==> src/sv/mutl_pkg.sv <==
`default_nettype none
package mutl_pkg;

  localparam int LUT_COUNT       = 16;
  localparam int WORD_COUNT      = 8;
  localparam int NIB_W           = 4;
  localparam int CMD_W           = 2;
  localparam int UNIT_W          = 6;
  localparam int ID_W            = 64;
  localparam int SEL_W           = 32;
  localparam int WORD_W          = 32;
  localparam int CFG_DATA_W      = 32;
  localparam int REG_W           = 1;
  localparam int QUEUE_DEPTH     = 2;
  localparam int QPTR_W          = $clog2(QUEUE_DEPTH);
  localparam int QCNT_W          = $clog2(QUEUE_DEPTH + 1);
  localparam int STEP_W          = $clog2(2 * WORD_COUNT);
  localparam int WIDX_W          = $clog2(WORD_COUNT);
  localparam int NUM_UNITS_RESET = 32;

  typedef enum logic [CMD_W-1:0] {
    CMD_ENABLE  = 2'd0,
    CMD_DISABLE = 2'd1
  } cmd_e;

  typedef enum logic [REG_W-1:0] {
    REG_NUM_UNITS     = 1'b0,
    REG_CLEAR_PATTERN = 1'b1
  } reg_e;

  typedef struct packed {
    logic             err;
    logic             enable;
    logic [SEL_W-1:0] sel;
    logic [ID_W-1:0]  id;
    logic [ID_W-1:0]  mask;
  } job_t;

  function automatic logic [WORD_W-1:0] truth_word(input logic [ID_W-1:0]   id,
                                                   input logic [ID_W-1:0]   mask,
                                                   input logic [WIDX_W-1:0] w);
    logic [WORD_W-1:0] word;
    logic [NIB_W-1:0]  nib;
    logic [NIB_W-1:0]  cm;
    logic [NIB_W-1:0]  lo;
    logic [NIB_W-1:0]  hi;
    word = '0;
    lo   = NIB_W'({w, 1'b0});
    hi   = NIB_W'({w, 1'b1});
    for (int k = 0; k < LUT_COUNT; k++) begin
      nib             = id[NIB_W*k +: NIB_W];
      cm              = mask[NIB_W*k +: NIB_W];
      word[2*k]       = (nib & cm) == (lo & cm);
      word[2*k + 1]   = (nib & cm) == (hi & cm);
    end
    return word;
  endfunction

endpackage
`default_nettype wire

==> src/sv/mutl_if.sv <==
`default_nettype none
interface mutl_req_if;
  import mutl_pkg::*;
  logic              valid;
  logic              ready;
  logic [CMD_W-1:0]  command;
  logic [UNIT_W-1:0] unit;
  logic [ID_W-1:0]   match_id;
  logic [ID_W-1:0]   match_mask;
  modport source(output valid, command, unit, match_id, match_mask, input ready);
  modport sink(input valid, command, unit, match_id, match_mask, output ready);
endinterface

interface mutl_res_if;
  import mutl_pkg::*;
  logic              valid;
  logic              ready;
  logic [SEL_W-1:0]  select_mask;
  logic [WORD_W-1:0] data_word;
  logic              load_last;
  logic              error;
  logic              last;
  modport source(output valid, select_mask, data_word, load_last, error, last, input ready);
  modport sink(input valid, select_mask, data_word, load_last, error, last, output ready);
endinterface

interface mutl_cfg_if;
  import mutl_pkg::*;
  logic                  valid;
  logic                  ready;
  logic [REG_W-1:0]      index;
  logic [CFG_DATA_W-1:0] data;
  modport source(output valid, index, data, input ready);
  modport sink(input valid, index, data, output ready);
endinterface
`default_nettype wire

==> src/sv/mutl_front.sv <==
`default_nettype none
module mutl_front (
  input  logic [mutl_pkg::CMD_W-1:0]  command_i,
  input  logic [mutl_pkg::UNIT_W-1:0] unit_i,
  input  logic [mutl_pkg::ID_W-1:0]   match_id_i,
  input  logic [mutl_pkg::ID_W-1:0]   match_mask_i,
  input  logic [mutl_pkg::UNIT_W-1:0] num_units_i,
  output mutl_pkg::job_t              job_o
);
  import mutl_pkg::*;

  logic bad_cmd;
  logic bad_unit;

  assign bad_cmd  = (command_i != CMD_ENABLE) && (command_i != CMD_DISABLE);
  assign bad_unit = unit_i >= num_units_i;

  always_comb begin
    job_o.err    = bad_cmd || bad_unit;
    job_o.enable = command_i == CMD_ENABLE;
    job_o.sel    = '0;
    if (unit_i < UNIT_W'(SEL_W)) begin
      job_o.sel = SEL_W'(1) << unit_i;
    end
    job_o.id     = match_id_i;
    job_o.mask   = match_mask_i;
  end

endmodule
`default_nettype wire

==> src/sv/mutl_queue.sv <==
`default_nettype none
module mutl_queue (
  input  logic           clk_i,
  input  logic           rst_ni,
  input  logic           push_i,
  input  mutl_pkg::job_t push_job_i,
  output logic           full_o,
  input  logic           pop_i,
  output logic           head_valid_o,
  output mutl_pkg::job_t head_job_o
);
  import mutl_pkg::*;

  job_t              mem_q [QUEUE_DEPTH];
  logic [QPTR_W-1:0] wr_ptr_q, wr_ptr_d;
  logic [QPTR_W-1:0] rd_ptr_q, rd_ptr_d;
  logic [QCNT_W-1:0] count_q, count_d;
  logic              do_push;
  logic              do_pop;

  assign full_o       = count_q == QCNT_W'(QUEUE_DEPTH);
  assign head_valid_o = count_q != '0;
  assign head_job_o   = mem_q[rd_ptr_q];
  assign do_push      = push_i && !full_o;
  assign do_pop       = pop_i && head_valid_o;

  always_comb begin
    wr_ptr_d = wr_ptr_q;
    rd_ptr_d = rd_ptr_q;
    count_d  = count_q;
    if (do_push) begin
      wr_ptr_d = (wr_ptr_q == QPTR_W'(QUEUE_DEPTH - 1)) ? '0 : wr_ptr_q + QPTR_W'(1);
    end
    if (do_pop) begin
      rd_ptr_d = (rd_ptr_q == QPTR_W'(QUEUE_DEPTH - 1)) ? '0 : rd_ptr_q + QPTR_W'(1);
    end
    if (do_push && !do_pop) begin
      count_d = count_q + QCNT_W'(1);
    end else if (do_pop && !do_push) begin
      count_d = count_q - QCNT_W'(1);
    end
  end

  always_ff @(posedge clk_i or negedge rst_ni) begin
    if (!rst_ni) begin
      wr_ptr_q <= '0;
      rd_ptr_q <= '0;
      count_q  <= '0;
    end else begin
      wr_ptr_q <= wr_ptr_d;
      rd_ptr_q <= rd_ptr_d;
      count_q  <= count_d;
    end
  end

  always_ff @(posedge clk_i) begin
    if (do_push) begin
      mem_q[wr_ptr_q] <= push_job_i;
    end
  end

endmodule
`default_nettype wire

==> src/sv/mutl_back.sv <==
`default_nettype none
module mutl_back (
  input  logic                          clk_i,
  input  logic                          rst_ni,
  input  logic                          job_valid_i,
  input  mutl_pkg::job_t                job_i,
  output logic                          job_pop_o,
  input  logic [mutl_pkg::WORD_W-1:0]   clear_pattern_i,
  output logic                          res_valid_o,
  input  logic                          res_ready_i,
  output logic [mutl_pkg::SEL_W-1:0]    select_mask_o,
  output logic [mutl_pkg::WORD_W-1:0]   data_word_o,
  output logic                          load_last_o,
  output logic                          error_o,
  output logic                          last_o
);
  import mutl_pkg::*;

  logic [STEP_W-1:0] step_q, step_d;
  logic              valid_q, valid_d;
  logic [SEL_W-1:0]  sel_q, sel_d;
  logic [WORD_W-1:0] word_q, word_d;
  logic              load_last_q, load_last_d;
  logic              error_q, error_d;
  logic              last_q, last_d;
  logic              load;
  logic              in_clear;
  logic              fin;
  logic [WIDX_W-1:0] widx;

  assign load     = job_valid_i && (!valid_q || res_ready_i);
  assign in_clear = step_q < STEP_W'(WORD_COUNT);
  assign widx     = WIDX_W'(STEP_W'(2 * WORD_COUNT - 1) - step_q);

  always_comb begin
    priority if (job_i.err) begin
      fin = 1'b1;
    end else if (!job_i.enable) begin
      fin = step_q == STEP_W'(WORD_COUNT - 1);
    end else begin
      fin = step_q == STEP_W'(2 * WORD_COUNT - 1);
    end
  end

  always_comb begin
    step_d      = step_q;
    valid_d     = valid_q;
    sel_d       = sel_q;
    word_d      = word_q;
    load_last_d = load_last_q;
    error_d     = error_q;
    last_d      = last_q;
    if (valid_q && res_ready_i) begin
      valid_d = 1'b0;
    end
    if (load) begin
      valid_d = 1'b1;
      step_d  = fin ? '0 : step_q + STEP_W'(1);
      last_d  = fin;
      if (job_i.err) begin
        sel_d       = '0;
        word_d      = '0;
        load_last_d = 1'b0;
        error_d     = 1'b1;
      end else begin
        sel_d       = job_i.sel;
        error_d     = 1'b0;
        if (in_clear) begin
          word_d      = clear_pattern_i;
          load_last_d = step_q == STEP_W'(WORD_COUNT - 1);
        end else begin
          word_d      = truth_word(job_i.id, job_i.mask, widx);
          load_last_d = step_q == STEP_W'(2 * WORD_COUNT - 1);
        end
      end
    end
  end

  always_ff @(posedge clk_i or negedge rst_ni) begin
    if (!rst_ni) begin
      step_q  <= '0;
      valid_q <= 1'b0;
    end else begin
      step_q  <= step_d;
      valid_q <= valid_d;
    end
  end

  always_ff @(posedge clk_i) begin
    sel_q       <= sel_d;
    word_q      <= word_d;
    load_last_q <= load_last_d;
    error_q     <= error_d;
    last_q      <= last_d;
  end

  assign job_pop_o     = load && fin;
  assign res_valid_o   = valid_q;
  assign select_mask_o = sel_q;
  assign data_word_o   = word_q;
  assign load_last_o   = load_last_q;
  assign error_o       = error_q;
  assign last_o        = last_q;

endmodule
`default_nettype wire

==> src/sv/match_unit_truth_table_loader.sv <==
// match unit truth table loader
//
// req_i carries one request per transaction: command, unit, match_id and
// match_mask. res_o returns the word sequence for that request, one word
// per transaction, with last set on the final word of the request.
// cfg_i writes num_units (index 0) and clear_pattern (index 1); it is
// always ready and should only be written while no request is in flight.
//
// a rejected request gives a single error result; disable gives eight
// clearing words; enable gives eight clearing words then eight truth words.
// so a request occupies the output for 1, 8 or 16 words, one word per
// cycle from the sequencer in the back end while res_o does not stall. the
// first word of a request passes through the queue and then the output register.
// a two-entry queue sits between the request decode and the sequencer, so
// new requests are taken while earlier ones are still being emitted.
// when res_o stalls, the output register holds its word and the sequencer
// waits; once the queue fills, req_i drops ready.
// reset empties the queue and output register and restores num_units to
// 32 and clear_pattern to 0.
`default_nettype none
module match_unit_truth_table_loader (
  input logic       clk_i,
  input logic       rst_ni,
  mutl_req_if.sink  req_i,
  mutl_res_if.source res_o,
  mutl_cfg_if.sink  cfg_i
);
  import mutl_pkg::*;

  logic [UNIT_W-1:0] num_units_q;
  logic [WORD_W-1:0] clear_pattern_q;
  job_t              front_job;
  job_t              head_job;
  logic              queue_full;
  logic              head_valid;
  logic              head_pop;
  logic              push;

  assign cfg_i.ready = 1'b1;

  always_ff @(posedge clk_i or negedge rst_ni) begin
    if (!rst_ni) begin
      num_units_q     <= UNIT_W'(NUM_UNITS_RESET);
      clear_pattern_q <= '0;
    end else if (cfg_i.valid) begin
      unique case (cfg_i.index)
        REG_NUM_UNITS: begin
          num_units_q <= cfg_i.data[UNIT_W-1:0];
        end
        REG_CLEAR_PATTERN: begin
          clear_pattern_q <= cfg_i.data[WORD_W-1:0];
        end
        default: begin
        end
      endcase
    end
  end

  mutl_front u_front (
    .command_i    (req_i.command),
    .unit_i       (req_i.unit),
    .match_id_i   (req_i.match_id),
    .match_mask_i (req_i.match_mask),
    .num_units_i  (num_units_q),
    .job_o        (front_job)
  );

  assign req_i.ready = !queue_full;
  assign push        = req_i.valid && !queue_full;

  mutl_queue u_queue (
    .clk_i        (clk_i),
    .rst_ni       (rst_ni),
    .push_i       (push),
    .push_job_i   (front_job),
    .full_o       (queue_full),
    .pop_i        (head_pop),
    .head_valid_o (head_valid),
    .head_job_o   (head_job)
  );

  mutl_back u_back (
    .clk_i           (clk_i),
    .rst_ni          (rst_ni),
    .job_valid_i     (head_valid),
    .job_i           (head_job),
    .job_pop_o       (head_pop),
    .clear_pattern_i (clear_pattern_q),
    .res_valid_o     (res_o.valid),
    .res_ready_i     (res_o.ready),
    .select_mask_o   (res_o.select_mask),
    .data_word_o     (res_o.data_word),
    .load_last_o     (res_o.load_last),
    .error_o         (res_o.error),
    .last_o          (res_o.last)
  );

  a_error_single: assert property (@(posedge clk_i) disable iff (!rst_ni)
    res_o.valid && res_o.error |-> res_o.last && !res_o.load_last && res_o.select_mask == '0)
    else $error("error result malformed");

  a_last_completes_load: assert property (@(posedge clk_i) disable iff (!rst_ni)
    res_o.valid && res_o.last && !res_o.error |-> res_o.load_last)
    else $error("request ended without completing a load");

  a_pop_needs_head: assert property (@(posedge clk_i) disable iff (!rst_ni)
    head_pop |-> head_valid)
    else $error("queue popped while empty");

  a_sel_onehot: assert property (@(posedge clk_i) disable iff (!rst_ni)
    res_o.valid && !res_o.error |-> $onehot0(res_o.select_mask))
    else $error("unit selection not one-hot");

endmodule
`default_nettype wire

==> src/flat_wrapper.sv <==
// flat-port wrapper written by rule: the top's interface ports become plain ports
module match_unit_truth_table_loader_flat import mutl_pkg::*;
  (clk_i, rst_ni, req_i_valid, req_i_command, req_i_unit, req_i_match_id, req_i_match_mask, req_i_ready, res_o_valid, res_o_select_mask, res_o_data_word, res_o_load_last, res_o_error, res_o_last, res_o_ready, cfg_i_valid, cfg_i_index, cfg_i_data, cfg_i_ready);
  mutl_req_if req_i_i ();
  mutl_res_if res_o_i ();
  mutl_cfg_if cfg_i_i ();
  input logic clk_i;
  input logic rst_ni;
  input wire logic [$bits(req_i_i.valid)-1:0] req_i_valid;
  input wire logic [$bits(req_i_i.command)-1:0] req_i_command;
  input wire logic [$bits(req_i_i.unit)-1:0] req_i_unit;
  input wire logic [$bits(req_i_i.match_id)-1:0] req_i_match_id;
  input wire logic [$bits(req_i_i.match_mask)-1:0] req_i_match_mask;
  output wire logic [$bits(req_i_i.ready)-1:0] req_i_ready;
  output wire logic [$bits(res_o_i.valid)-1:0] res_o_valid;
  output wire logic [$bits(res_o_i.select_mask)-1:0] res_o_select_mask;
  output wire logic [$bits(res_o_i.data_word)-1:0] res_o_data_word;
  output wire logic [$bits(res_o_i.load_last)-1:0] res_o_load_last;
  output wire logic [$bits(res_o_i.error)-1:0] res_o_error;
  output wire logic [$bits(res_o_i.last)-1:0] res_o_last;
  input wire logic [$bits(res_o_i.ready)-1:0] res_o_ready;
  input wire logic [$bits(cfg_i_i.valid)-1:0] cfg_i_valid;
  input wire logic [$bits(cfg_i_i.index)-1:0] cfg_i_index;
  input wire logic [$bits(cfg_i_i.data)-1:0] cfg_i_data;
  output wire logic [$bits(cfg_i_i.ready)-1:0] cfg_i_ready;
  assign req_i_i.valid = req_i_valid;
  assign req_i_i.command = req_i_command;
  assign req_i_i.unit = req_i_unit;
  assign req_i_i.match_id = req_i_match_id;
  assign req_i_i.match_mask = req_i_match_mask;
  assign req_i_ready = req_i_i.ready;
  assign res_o_valid = res_o_i.valid;
  assign res_o_select_mask = res_o_i.select_mask;
  assign res_o_data_word = res_o_i.data_word;
  assign res_o_load_last = res_o_i.load_last;
  assign res_o_error = res_o_i.error;
  assign res_o_last = res_o_i.last;
  assign res_o_i.ready = res_o_ready;
  assign cfg_i_i.valid = cfg_i_valid;
  assign cfg_i_i.index = cfg_i_index;
  assign cfg_i_i.data = cfg_i_data;
  assign cfg_i_ready = cfg_i_i.ready;
  match_unit_truth_table_loader u_core (.clk_i(clk_i), .rst_ni(rst_ni), .req_i(req_i_i), .res_o(res_o_i), .cfg_i(cfg_i_i));
endmodule
==> config.mk <==
export PLATFORM = sky130hd
export DESIGN_NAME = match_unit_truth_table_loader_flat
export DESIGN_NICKNAME = d
export VERILOG_FILES = /design/src/sv/mutl_pkg.sv /design/src/sv/mutl_if.sv /design/src/sv/mutl_front.sv /design/src/sv/mutl_queue.sv /design/src/sv/mutl_back.sv /design/src/sv/match_unit_truth_table_loader.sv /design/src/flat_wrapper.sv
export SDC_FILE = /design/constraint.sdc
export NUM_CORES = 1
export LEC_CHECK = 0
export BUFFER_PORTS_ARGS = -buffer_cell sky130_fd_sc_hd__buf_2
export CAP_MARGIN = 25
export CORE_ASPECT_RATIO = 0.6
export CORE_MARGIN = 5
export CORE_UTILIZATION = 33
export DETAILED_ROUTE_END_ITERATION = 6
export SLEW_MARGIN = 20
export SYNTH_ARGS = -nofsm -noshare
export SYNTH_HDL_FRONTEND = slang
export SYNTH_HIERARCHICAL = 1
export SYNTH_SLANG_ARGS = --single-unit
==> constraint.sdc <==
create_clock -name clk_i -period 9.3 [get_ports clk_i]
set_input_delay 1.86 -clock clk_i [delete_from_list [all_inputs] [get_ports clk_i]]
set_output_delay 1.86 -clock clk_i [all_outputs]
set_load 0.03 [all_outputs]
==> results of run 1 <==
## kinds of logic (layout without fill, tap and decap cells)
kind of cell	after synthesis	count (layout)	share of synthesized area, %
AOI/OAI and AO/OA	76	76	3.80
xor gates and xnor gates	54	54	2.48
adders and majority gates	8	8	0.524
buffers and inverters	185	348	6.97
DFF	438	438	67.7
muxes	201	201	13.8
other	1	4	0.0196
and+or+nand+nor	172	172	4.71
## layout make-up
cell class,count,area [um^2],share of cell area [%]
multi-input combinational,512,4870,22.4
antenna,3,7.51,0.0345
sequential,438,12900,59.4
inverter,12,45.0,0.207
tap,770,963,4.42
clock buffer,56,1200,5.50
timing repair buffer,254,1300,5.97
clock inverter,26,469,2.15
## registers in the layout (all words and copies together), names as in the netlist
register,count
u_core/clear_pattern_q,32
u_core/num_units_q,6
u_core/u_back/data_word_o,32
u_core/u_back/error_o,1
u_core/u_back/last_o,1
u_core/u_back/load_last_o,1
u_core/u_back/res_valid_o,1
u_core/u_back/select_mask_o,32
u_core/u_back/step_q,4
u_core/u_queue/count_q,2
u_core/u_queue/mem_q,324
u_core/u_queue/rd_ptr_q,1
u_core/u_queue/wr_ptr_q,1
## synthesized netlist by cell type, types with 3 or more instances
cell type    n
buf_6       17
o31ai_1     16
a22o_1      16
and2_1      10
buf_4      130
nand2_1     40
nand3_1      5
nor2b_1     49
dfrtp_1     46
and2_0       8
mux2_4     100
ha_1         8
xor2_1       3
edfxtp_1   391
o41ai_2     15
buf_2       16
nand2b_1     7
nor2_1      32
o211ai_1     3
mux2_2      97
mux2_1       3
clkbuf_1    10
inv_1       12
a21o_1      16
nor3_1       9
xnor2_1     51
## power by group through the flow
stage | clock network, mW | registers, mW | logic, mW
after global placement | 0 | 3.10 | 2.32
final | 2.02 | 3.06 | 2.30
after CTS | 2.09 | 3.07 | 2.35
after detailed placement | 0 | 3.11 | 2.35
after global routing | 2.18 | 3.11 | 2.49
after floorplan | 0 | 3.35 | 1.55
## routing by layer
metal	vias up	GRT usage, %
met5	-	0
met4	8	2.68
met3	54	3.63
met2	236	19.6
met1	4717	18.4
li1	4335	-
## worst max path at each step
stage	startpoint	endpoint
2_1_floorplan	req_i_valid	u_core/u_queue/mem_q[0][0]$_DFFE_PP_
3_3_place_gp	req_i_valid	u_core/u_queue/mem_q[0][105]$_DFFE_PP_
3_5_place_dp	req_i_valid	u_core/u_queue/mem_q[0][43]$_DFFE_PP_
4_1_cts	req_i_valid	u_core/u_queue/mem_q[0][41]$_DFFE_PP_
5_1_grt	req_i_valid	u_core/u_queue/mem_q[0][109]$_DFFE_PP_
6_report	req_i_valid	u_core/u_queue/mem_q[0][109]$_DFFE_PP_
==> impl_results.md, run 1 <==
* Worst path buffer plus inverter count at 3
* Fin worst setup slack at 4.95 ns
* Global route overflow at 0
* Syn. warnings at 6
* Max H-tree Level at 2
* Avg Inst Size Synth at 16.8 um^2
* Die width at about 320 um
* Port buffer count at roughly 240
* Minimum clock period at 4.35 ns
* Resize count post-CTS at 0
* Worst hold endpoint: u_core/u_queue/count_q[1]$_DFFE_PN0P_
* Routed wire length at 41.2 mm
* Vias in the first global route at around 9800
* Crit-path cells: buf_2, nor2b_1, nand2_1, nor2_4, buf_4, buf_4
* Placement Setup Slack at 4.43 ns
* DRC viols at 0
* Num Clock Sinks at ~440
* Final Power at 7.38 mW
* Clock slew at the register clock pins of the worst setup and hold paths at 0.07 ns
* Switch Pwr at 2.34 mW
* Initial Util at between 30% and 40%
* Internal at 5.04 mW
* Final period utilization at between 40% and 50%
* CP peak stage delay at 0.80 ns
* # fillers at 5347
* RSZ-0062 raised after global routing: false
* Io pins at 244
* Worst R2R Path Depth at 7
* Area contributors post-synth: edfxtp_1 62%, mux2_4 7.9%, dfrtp_1 6.0%, mux2_2 5.7%, buf_4 5.1%
* Status: finished, final reports clean
* Total GRT Usage at between 10 and 15%
* Cell Pwr Density at 339 mW/mm^2
* Met3 WL at 2.61 mm
* Core area at 0.0573 mm^2
* Post-route ant nets at 0
* Design area at 0.0218 mm^2
* Top Metal Used: met5
* Clk_skew at 0.0130 ns
* DRT iter0 DRCs at 581
* Die area at ~0.063 mm^2
* GPL Wtd Cong at 0.748
* Initial antenna violation count at 10
* Clock group share of total power at 27.4%
* Worst-Skew Late Latency at 0.57 ns
* Worst EP required at between 9 and 10 ns
* Final Hold Viols at 0
* CTS buffer count at 44
* Crit-path most repeated cell: buf_4
* Post-DP Area at 0.0201 mm^2
* Ys async rst share at a little over a tenth
* Util after Layout at 38.0%
* Final Max Slew Viols at 0
* Post-CTS setup buffers at 0
* Mapped Nets at about 1300
* Number of max-cap violations at 0
* Post-synthesis sequential area ratio at slightly below 70%
* Routed metal-1 wirelength at 19.6 mm
* FF-to-FF setup slack at 5.52 ns
* Logic pwr share at 31.2%
* Synthesized area at 0.0191 mm^2
* CTS tree: yes
* Hold crit path type: flop to flop
* First-pass detailed-route iteration total at 5
* Setup tns final at 0 ns
* Hold_sp: u_core/u_queue/count_q[1]$_DFFE_PN0P_
* First-pass GRT wire length at 61.0 mm
* Leak pwr at 8.08 nW
* Post-synth EDFFs at 391
* Die Ht at 196 um
* Syn Inst Count at between 1000 and 1500
* # hold bufs at CTS at 0
* Cell variety after synth at 47
* Post-detail-place hpwl at 26.6 mm
* Commonest non-fill, non-tap cells in the layout: 391 x edfxtp_1, 242 x buf_2, 100 x mux2_4, 97 x mux2_2, 51 x xnor2_1
* Sequential Power Share at between 40% and 50%
* Net Sw Frac at 31.7%
* Area grow syn2layout at 14.1%
* Worst-margin pin slew at 1.02 ns
* Setup crit end kind: flop
* Avg WL per Cell at 19.9 um
* Nets at 1444
* CTS Root Buffer Type: clkbuf_16
* Reg2Reg Launch Point: u_core/u_queue/count_q[0]$_DFFE_PN0P_
* Via Count at 9350
* Setup CP Type: primary input to flop
* Synth top area share at 61.5%
* Worst Setup Start Kind: primary input
* Top delay family on crit path: buffers and inverters
* Clock tree buffer depth at 3
* Reg-to-Reg End: u_core/u_queue/mem_q[0][109]$_DFFE_PP_
* Worst hold slack at between 0.4 and 0.5 ns
* Worst hold path depth at 1
* Synth area leader: edfxtp_1
* Placed insts at about 2000
* Yosys reg bits at 438
* Ratio of cells with drive above 1 in the final layout at between 40% and 50%
* Pin count of the biggest net entering global routing at 64
* Top_reg_cell synth: edfxtp_1
* Post-Layout Cell Count at 2071
* FMAX at 230 MHz
* WP data arrival at about 4.5 ns
* Maximum vdd drop at about 0.00014 V
* Critical Path Stages at 6
* Rows at 68
* # setup viols final at 0
* Slowest stage cell on the critical path: buf_4
* Vias per cell at roughly 4.5
* Crit-path max FO at between 60 and 70
* Met2 WL at between 15 and 20 mm
* Most common cell after layout, fill and taps aside: edfxtp_1
* Slew headroom at 32.1%
No activity file was read; power rests on OpenSTA's default activity.
==> run 2, diff against run 1 <==
--- a/config.mk
+++ b/config.mk
@@ -5,6 +5,7 @@
 export SDC_FILE = /design/constraint.sdc
 export NUM_CORES = 1
 export LEC_CHECK = 0
+export ABC_AREA = 1
 export BUFFER_PORTS_ARGS = -buffer_cell sky130_fd_sc_hd__buf_2
 export CAP_MARGIN = 25
 export CORE_ASPECT_RATIO = 0.6
==> constraint.sdc (replaced) <==
create_clock -name clk_i -period 3.5 [get_ports clk_i]
set_input_delay 0.7 -clock clk_i [delete_from_list [all_inputs] [get_ports clk_i]]
set_output_delay 0.7 -clock clk_i [all_outputs]
set_load 0.03 [all_outputs]
==> run 2 against run 1 <==
  * Sequential cell count unchanged
  * Register-to-register slack got worse by 4.6 ns
  * Via count rose by 36%
  * Cell count increased by 37%
  * Non-clock buffer count increased by 9
  * Global-route usage rose by 2.2 points
  * Critical endpoint is now u_core/u_back/data_word_o[27]$_SDFFCE_PP0P_
  * Clock power up 140%
  * Worst hold slack worse by 0.18 ns
  * Combinational power rose to 2.7 times the previous value
==> impl_results.md, run 2 <==
* Rows at 69
* Worst hold slack at 0.309 ns
* Clock slew at the register clock pins of the worst setup and hold paths at around 0.06 ns
* Worst path buffer plus inverter count at 3
* CTS Root Buffer Type: clkbuf_16
* Worst-Skew Late Latency at roughly 0.58 ns
* Crit-path most repeated cell: nand2_1
* Placed insts at 2745
* First-pass GRT wire length at 73.3 mm
* Clock tree buffer depth at 3
* Global route overflow at 0
* Mapped Nets at 2088
* Top_reg_cell synth: edfxtp_1
* Port buffer count at roughly 240
* Post-synthesis sequential area ratio at 66.1%
* RSZ-0062 raised after global routing: false
* Core area at roughly 0.06 mm^2
* Worst EP required at 3.78 ns
* Synth area leader: edfxtp_1
* Initial Util at 33.2%
* First-pass detailed-route iteration total at 5
* Io pins at 244
* Minimum clock period at 2.57 ns
* Synthesized area at a little under 0.02 mm^2
* Crit-path cells: inv_6, buf_4, nand2_1, nand2_1, inv_1, nand2_1, nand3_1, nand2_1, nor2_1, nor2_1, nor2_1
* Post-Layout Cell Count at 2828
* Area grow syn2layout at 13.1%
* Final period utilization at 73.5%
* Slowest stage cell on the critical path: dfrtp_4
* Post-route ant nets at 0
* Maximum vdd drop at ~0.00060 V
* Post-synth EDFFs at 391
* DRC viols at 0
* Resize count post-CTS at 0
* Vias per cell at 4.51
* Routed wire length at 48.8 mm
* Leak pwr at between 9 and 10 nW
* Syn Inst Count at between 1500 and 2000
* Number of max-cap violations at 0
* FMAX at 389 MHz
* CP peak stage delay at 0.65 ns
* Area contributors post-synth: edfxtp_1 60%, nand2_1 14%, dfrtp_1 5.9%, buf_4 5.5%, nor2_1 3.7%
* Hold crit path type: primary input to async pin
* Status: finished, final reports clean
* Largest register FFs at between 300 and 400
* Max H-tree Level at 2
* GPL Wtd Cong at 0.755
* Synth top area share at between 60 and 70%
* Final Hold Viols at 0
* Reg with most FFs: u_core/u_queue/mem_q
* Ratio of cells with drive above 1 in the final layout at 19.1%
* Cell Pwr Density at 854 mW/mm^2
* Via Count at 12800
* Crit-path max FO at 48
* Top delay family on crit path: buffers and inverters
* Syn. warnings at 6
* Final Max Slew Viols at 0
* # setup viols final at 0
* Clk_skew at 0.0210 ns
* Yosys reg bits at 438
* Pin count of the biggest net entering global routing at 141
* Avg WL per Cell at 17.3 um
* Commonest non-fill, non-tap cells in the layout: 720 x nand2_1, 391 x edfxtp_1, 242 x buf_2, 191 x nor2_1, 152 x inv_1
* Nets at 2192
* DRT iter0 DRCs at 1043
* Cell variety after synth at 32
* Die width at 324 um
* Worst Setup Start Kind: flop
* CTS tree: yes
* Vias in the first global route at 12300
* Worst-margin pin slew at 1.01 ns
* Die Ht at about 200 um
* Die area at roughly 0.064 mm^2
* WP data arrival at 2.85 ns
* Setup crit end kind: flop
* Ys async rst share at 10.7%
* Total GRT Usage at 15.0%
* Most common cell after layout, fill and taps aside: nand2_1
* Avg Inst Size Synth at 10.3 um^2
* Top cells by count, synth: 722 x nand2_1, 391 x edfxtp_1, 193 x nor2_1
* Setup CP Type: flop to flop
* CTS buffer count at 44
* Num Clock Sinks at 438
* # hold bufs at CTS at 0
* Slew headroom at around 33%
* Initial antenna violation count at 3
* Post-CTS setup buffers at 0
* Final Power at between 15 and 20 mW
* Post-detail-place hpwl at 31.1 mm
* Count leader, synth: nand2_1
==> run 2: cell types whose count changed after synthesis, sizes merged, moves of 50 or more <==
cell   change
inv      +147
mux2     -200
nand2    +700
nand3     +84
nor2     +170
xnor2     -50
==> run 2: worst paths after layout <==
kind                            slack, ns                              startpoint                                           to  cells past startpoint
worst max-delay path                 0.93     u_core/u_queue/rd_ptr_q$_DFFE_PN0P_  u_core/u_back/data_word_o[27]$_SDFFCE_PP0P_                     11
worst min-delay path                 0.31                                  rst_ni        u_core/u_back/res_valid_o$_DFFE_PN0P_                      2
worst max register to register       0.93     u_core/u_queue/rd_ptr_q$_DFFE_PN0P_  u_core/u_back/data_word_o[27]$_SDFFCE_PP0P_                     11
worst min register to register       0.47  u_core/clear_pattern_q[26]$_DFFE_PN0P_       u_core/clear_pattern_q[26]$_DFFE_PN0P_                      2
max in group asynchronous            2.58                                  rst_ni          u_core/u_queue/rd_ptr_q$_DFFE_PN0P_                      2
min in group clk_i                   0.31                    req_i_match_mask[36]        u_core/u_queue/mem_q[0][36]$_DFFE_PP_                      1
==> run 2: cells by family after synthesis <==
logic type	count (synthesis)	synth area share, %
and+or+nand+nor	1051	21.6
DFF	438	66.1
buffers and inverters	365	10.6
AOI/OAI and AO/OA	40	1.08
adders and majority gates	8	0.512
xor gates and xnor gates	3	0.134
other	1	0.0192
==> run 2: layout make-up <==
cell class,count,area (um^2)
Inverter,160,637
Timing Repair Buffer,263,1460
Sequential cell,438,12900
Tap cell,781,977
Clock buffer,61,1250
Antenna cell,1,2.50
Fill cell,5784,36800
Clock inverter,21,268
Multi-Input combinational cell,1103,4600
==> run 2: per-layer routing <==
metal  wire length (um)  track usage (%)  up-vias  share of wire [%]
met3               3680             2.99       58                7.5
met4                754             3.30        2                1.5
met1              23200             22.3     6109                 47
met2              21200             23.0      388                 43
met5                  7                0        -              0.014
li1                   -                -     6196                  -
==> run 2: stage by stage <==
| step | area (um^2) | util (%) | worst slack, ns | TNS [ns] |
|---|---|---|---|---|
| 2_1_floorplan | 19600 | - | -0.271 | -79.10 |
| 5_1_grt | 22100 | 37.5 | 0.729 | 0 |
| 3_3_place_gp | 20600 | 35.0 | 0.980 | 0 |
| 4_1_cts | 22100 | 37.5 | 0.934 | 0 |
| 3_5_place_dp | 20600 | 35.0 | 0.956 | 0 |
| 6_report | 22100 | 37.6 | 0.929 | 0 |
==> run 2: where the power goes <==
part / leakage, nW / switching [mW] / internal [mW]
sequential: 4.25 / 0.420 / 7.42
combinational: 4.56 / 4.54 / 1.56
clock: 0.747 / 2.00 / 2.94
total: 9.56 / 6.96 / 11.9
==> run 3, diff against run 2 <==
--- a/config.mk
+++ b/config.mk
@@ -5,7 +5,7 @@
 export SDC_FILE = /design/constraint.sdc
 export NUM_CORES = 1
 export LEC_CHECK = 0
-export ABC_AREA = 1
+export ABC_AREA = 0
 export BUFFER_PORTS_ARGS = -buffer_cell sky130_fd_sc_hd__buf_2
 export CAP_MARGIN = 25
 export CORE_ASPECT_RATIO = 0.6
==> constraint.sdc (replaced) <==
create_clock -name clk_i -period 2.4 [get_ports clk_i]
set_input_delay 0.48 -clock clk_i [delete_from_list [all_inputs] [get_ports clk_i]]
set_output_delay 0.48 -clock clk_i [all_outputs]
set_load 0.03 [all_outputs]
==> run 3 against run 2 <==
  * Worst hold slack got worse by 0.22 ns
  * Non-clock buffer count rose by 6
  * Worst setup slack got worse by 0.76 ns
  * Clock skew rose by 0.0095 ns
  * Total power rose by 50%
  * Sequential share of layout area rose by 0.49 points
  * Sequential cell count did not move
  * Sequential power rose by 47%
  * Critical path type unchanged
==> impl_results.md, run 3 (synthesis gave the netlist of run 1 again) <==
* CTS buffer count at 45
* Avg WL per Cell at 20.2 um
* Vias in the first global route at 9867
* Crit-path cells: buf_4, buf_12, mux2_4, xnor2_1, a22o_1, o31ai_1
* Max H-tree Level at 2
* Die area at ~0.063 mm^2
* Reg-to-Reg End: u_core/u_back/data_word_o[4]$_SDFFCE_PP0P_
* Rows at 68
* GPL Wtd Cong at 0.739
* Hold crit path type: primary input to flop
* Worst EP required at 2.75 ns
* Worst R2R Path Depth at 6
* Ratio of cells with drive above 1 in the final layout at 43.2%
* Placement Setup Slack at 0.181 ns
* Clock tree buffer depth at 3
* CTS Root Buffer Type: clkbuf_16
* Worst hold path depth at 1
* Cell Pwr Density at between 1000 and 1500 mW/mm^2
* Post-route ant nets at 0
* Num Clock Sinks at 438
* Clk_skew at between 0.03 and 0.04 ns
* Worst hold slack at roughly 0.089 ns
* # setup viols final at 0
* First-pass detailed-route iteration total at 5
* Clock slew at the register clock pins of the worst setup and hold paths at 0.07 ns
* Routed wire length at 42.2 mm
* Post-CTS setup buffers at 0
* Vias per cell at 4.51
* CTS tree: yes
* Number of max-cap violations at 0
* DRT iter0 DRCs at 713
* Minimum clock period at about 2.2 ns
* Worst-Skew Late Latency at 0.57 ns
* Setup crit end kind: flop
* WP data arrival at 2.59 ns
* Fin worst setup slack at around 0.17 ns
* Final Power at 28.3 mW
* Worst hold endpoint: u_core/u_queue/mem_q[0][19]$_DFFE_PP_
* Core area at 0.0573 mm^2
* First-pass GRT wire length at 62.1 mm
* Hold_sp: req_i_match_mask[19]
* RSZ-0062 raised after global routing: false
* Post-detail-place hpwl at 27.6 mm
* Final period utilization at between 90% and 100%
* DRC viols at 0
* CP peak stage delay at a little over 0.4 ns
* Status: finished, final reports clean
* Reg2Reg Launch Point: u_core/u_queue/rd_ptr_q$_DFFE_PN0P_
* Worst Setup Start Kind: flop
* Resize count post-CTS at 0
* Slowest stage cell on the critical path: dfrtp_4
* FF-to-FF setup slack at about 0.17 ns
* Crit-path max FO at 53
* # hold bufs at CTS at 1
* Reg with most FFs: u_core/u_queue/mem_q
* Io pins at 244
* Setup CP Type: flop to flop
* Leak pwr at 8.15 nW
* Initial antenna violation count at 11
* Die width at roughly 320 um
* FMAX at 448 MHz
* Initial Util at 33.3%
* Total GRT Usage at 13.1%
* Area grow syn2layout at 14.9%
* Final Max Slew Viols at 0
* Slew headroom at 47.0%
* Setup tns final at 0 ns
* Worst-margin pin slew at between 0.7 and 0.8 ns
* Die Ht at 196 um
* Global route overflow at 0
* Via Count at 9413
* Final Hold Viols at 0
* Port buffer count at 242
* Pin count of the biggest net entering global routing at a little over 70
* Largest register FFs at 324
* Nets at ~1500
* Maximum vdd drop at roughly 0.0008 V
* Commonest non-fill, non-tap cells in the layout: 391 x edfxtp_1, 241 x buf_2, 100 x mux2_4, 97 x mux2_2, 51 x xnor2_1
* Most common cell after layout, fill and taps aside: edfxtp_1
[run 3: changes by cell type in the layout (fill, tap and decap cells not counted), moves of 17 or more]
cell / delta
nor2b_1: +48
nand2_2: -19
xnor2_1: +50
nor2_1: -161
nand3_1: -76
a21oi_1: -32
mux2_2: +97
mux2_4: +100
nand4_1: -17
inv_1: -141
nand2_1: -681
[run 3: worst max-delay path: cells and delay by family (launching register included)]
kind	cells	cell delay, ns
multiplexers	1	0.34
flip-flops	1	0.41
AO/OA/AOI/OAI	2	0.62
XOR/XNOR	1	0.12
buffers and inverters	2	0.50
[run 3: metal layers]
| metal | wire (um) | vias up | GRT usage, % |
|---|---|---|---|
| li1 | - | 4376 | - |
| met1 | 19700 | 4689 | 18.9 |
| met2 | 18700 | 265 | 19.6 |
| met3 | 2870 | 71 | 3.68 |
| met4 | 831 | 12 | 3.57 |
| met5 | 69 | - | 0 |
[run 3: where the power goes]
group	switching, mW	leakage (nW)	internal, mW
registers	0.566	4.18	10.9
logic	5.63	3.24	4.04
clock network	2.97	0.733	4.15
[run 3: area by class of cell]
cell class | count | area [um^2]
Tap cell | 770 | 963
Sequential cell | 438 | 12900
Fill cell | 5351 | 35400
Inverter | 12 | 45.0
Clock buffer | 62 | 1260
Timing Repair Buffer | 269 | 1610
Clock inverter | 22 | 235
Multi-Input combinational cell | 512 | 4880
Antenna cell | 2 | 5.00
[run 3: how the worst max path moves through the flow]
stage	start	endpoint	slack (ns)
detailed placement	u_core/u_queue/rd_ptr_q$_DFFE_PN0P_	u_core/u_back/data_word_o[31]$_SDFFCE_PP0P_	0.18
finish	u_core/u_queue/rd_ptr_q$_DFFE_PN0P_	u_core/u_back/data_word_o[4]$_SDFFCE_PP0P_	0.17
floorplan	u_core/u_queue/count_q[0]$_DFFE_PN0P_	u_core/u_queue/mem_q[0][0]$_DFFE_PP_	-1.21
global placement	u_core/u_queue/rd_ptr_q$_DFFE_PN0P_	u_core/u_back/data_word_o[4]$_SDFFCE_PP0P_	0.22
global route	u_core/u_queue/rd_ptr_q$_DFFE_PN0P_	u_core/u_queue/count_q[1]$_DFFE_PN0P_	0.06
CTS	u_core/u_queue/rd_ptr_q$_DFFE_PN0P_	u_core/u_back/data_word_o[31]$_SDFFCE_PP0P_	0.17
[run 3: through the flow]
step	cell area [um^2]	util, %	instances
final	21900	38.2	2087
after global routing	21900	38.2	2086
after CTS	21900	38.2	2085
after detailed placement	20400	35.6	2000
after global placement	20400	35.6	2000
after floorplan	19100	-	1135
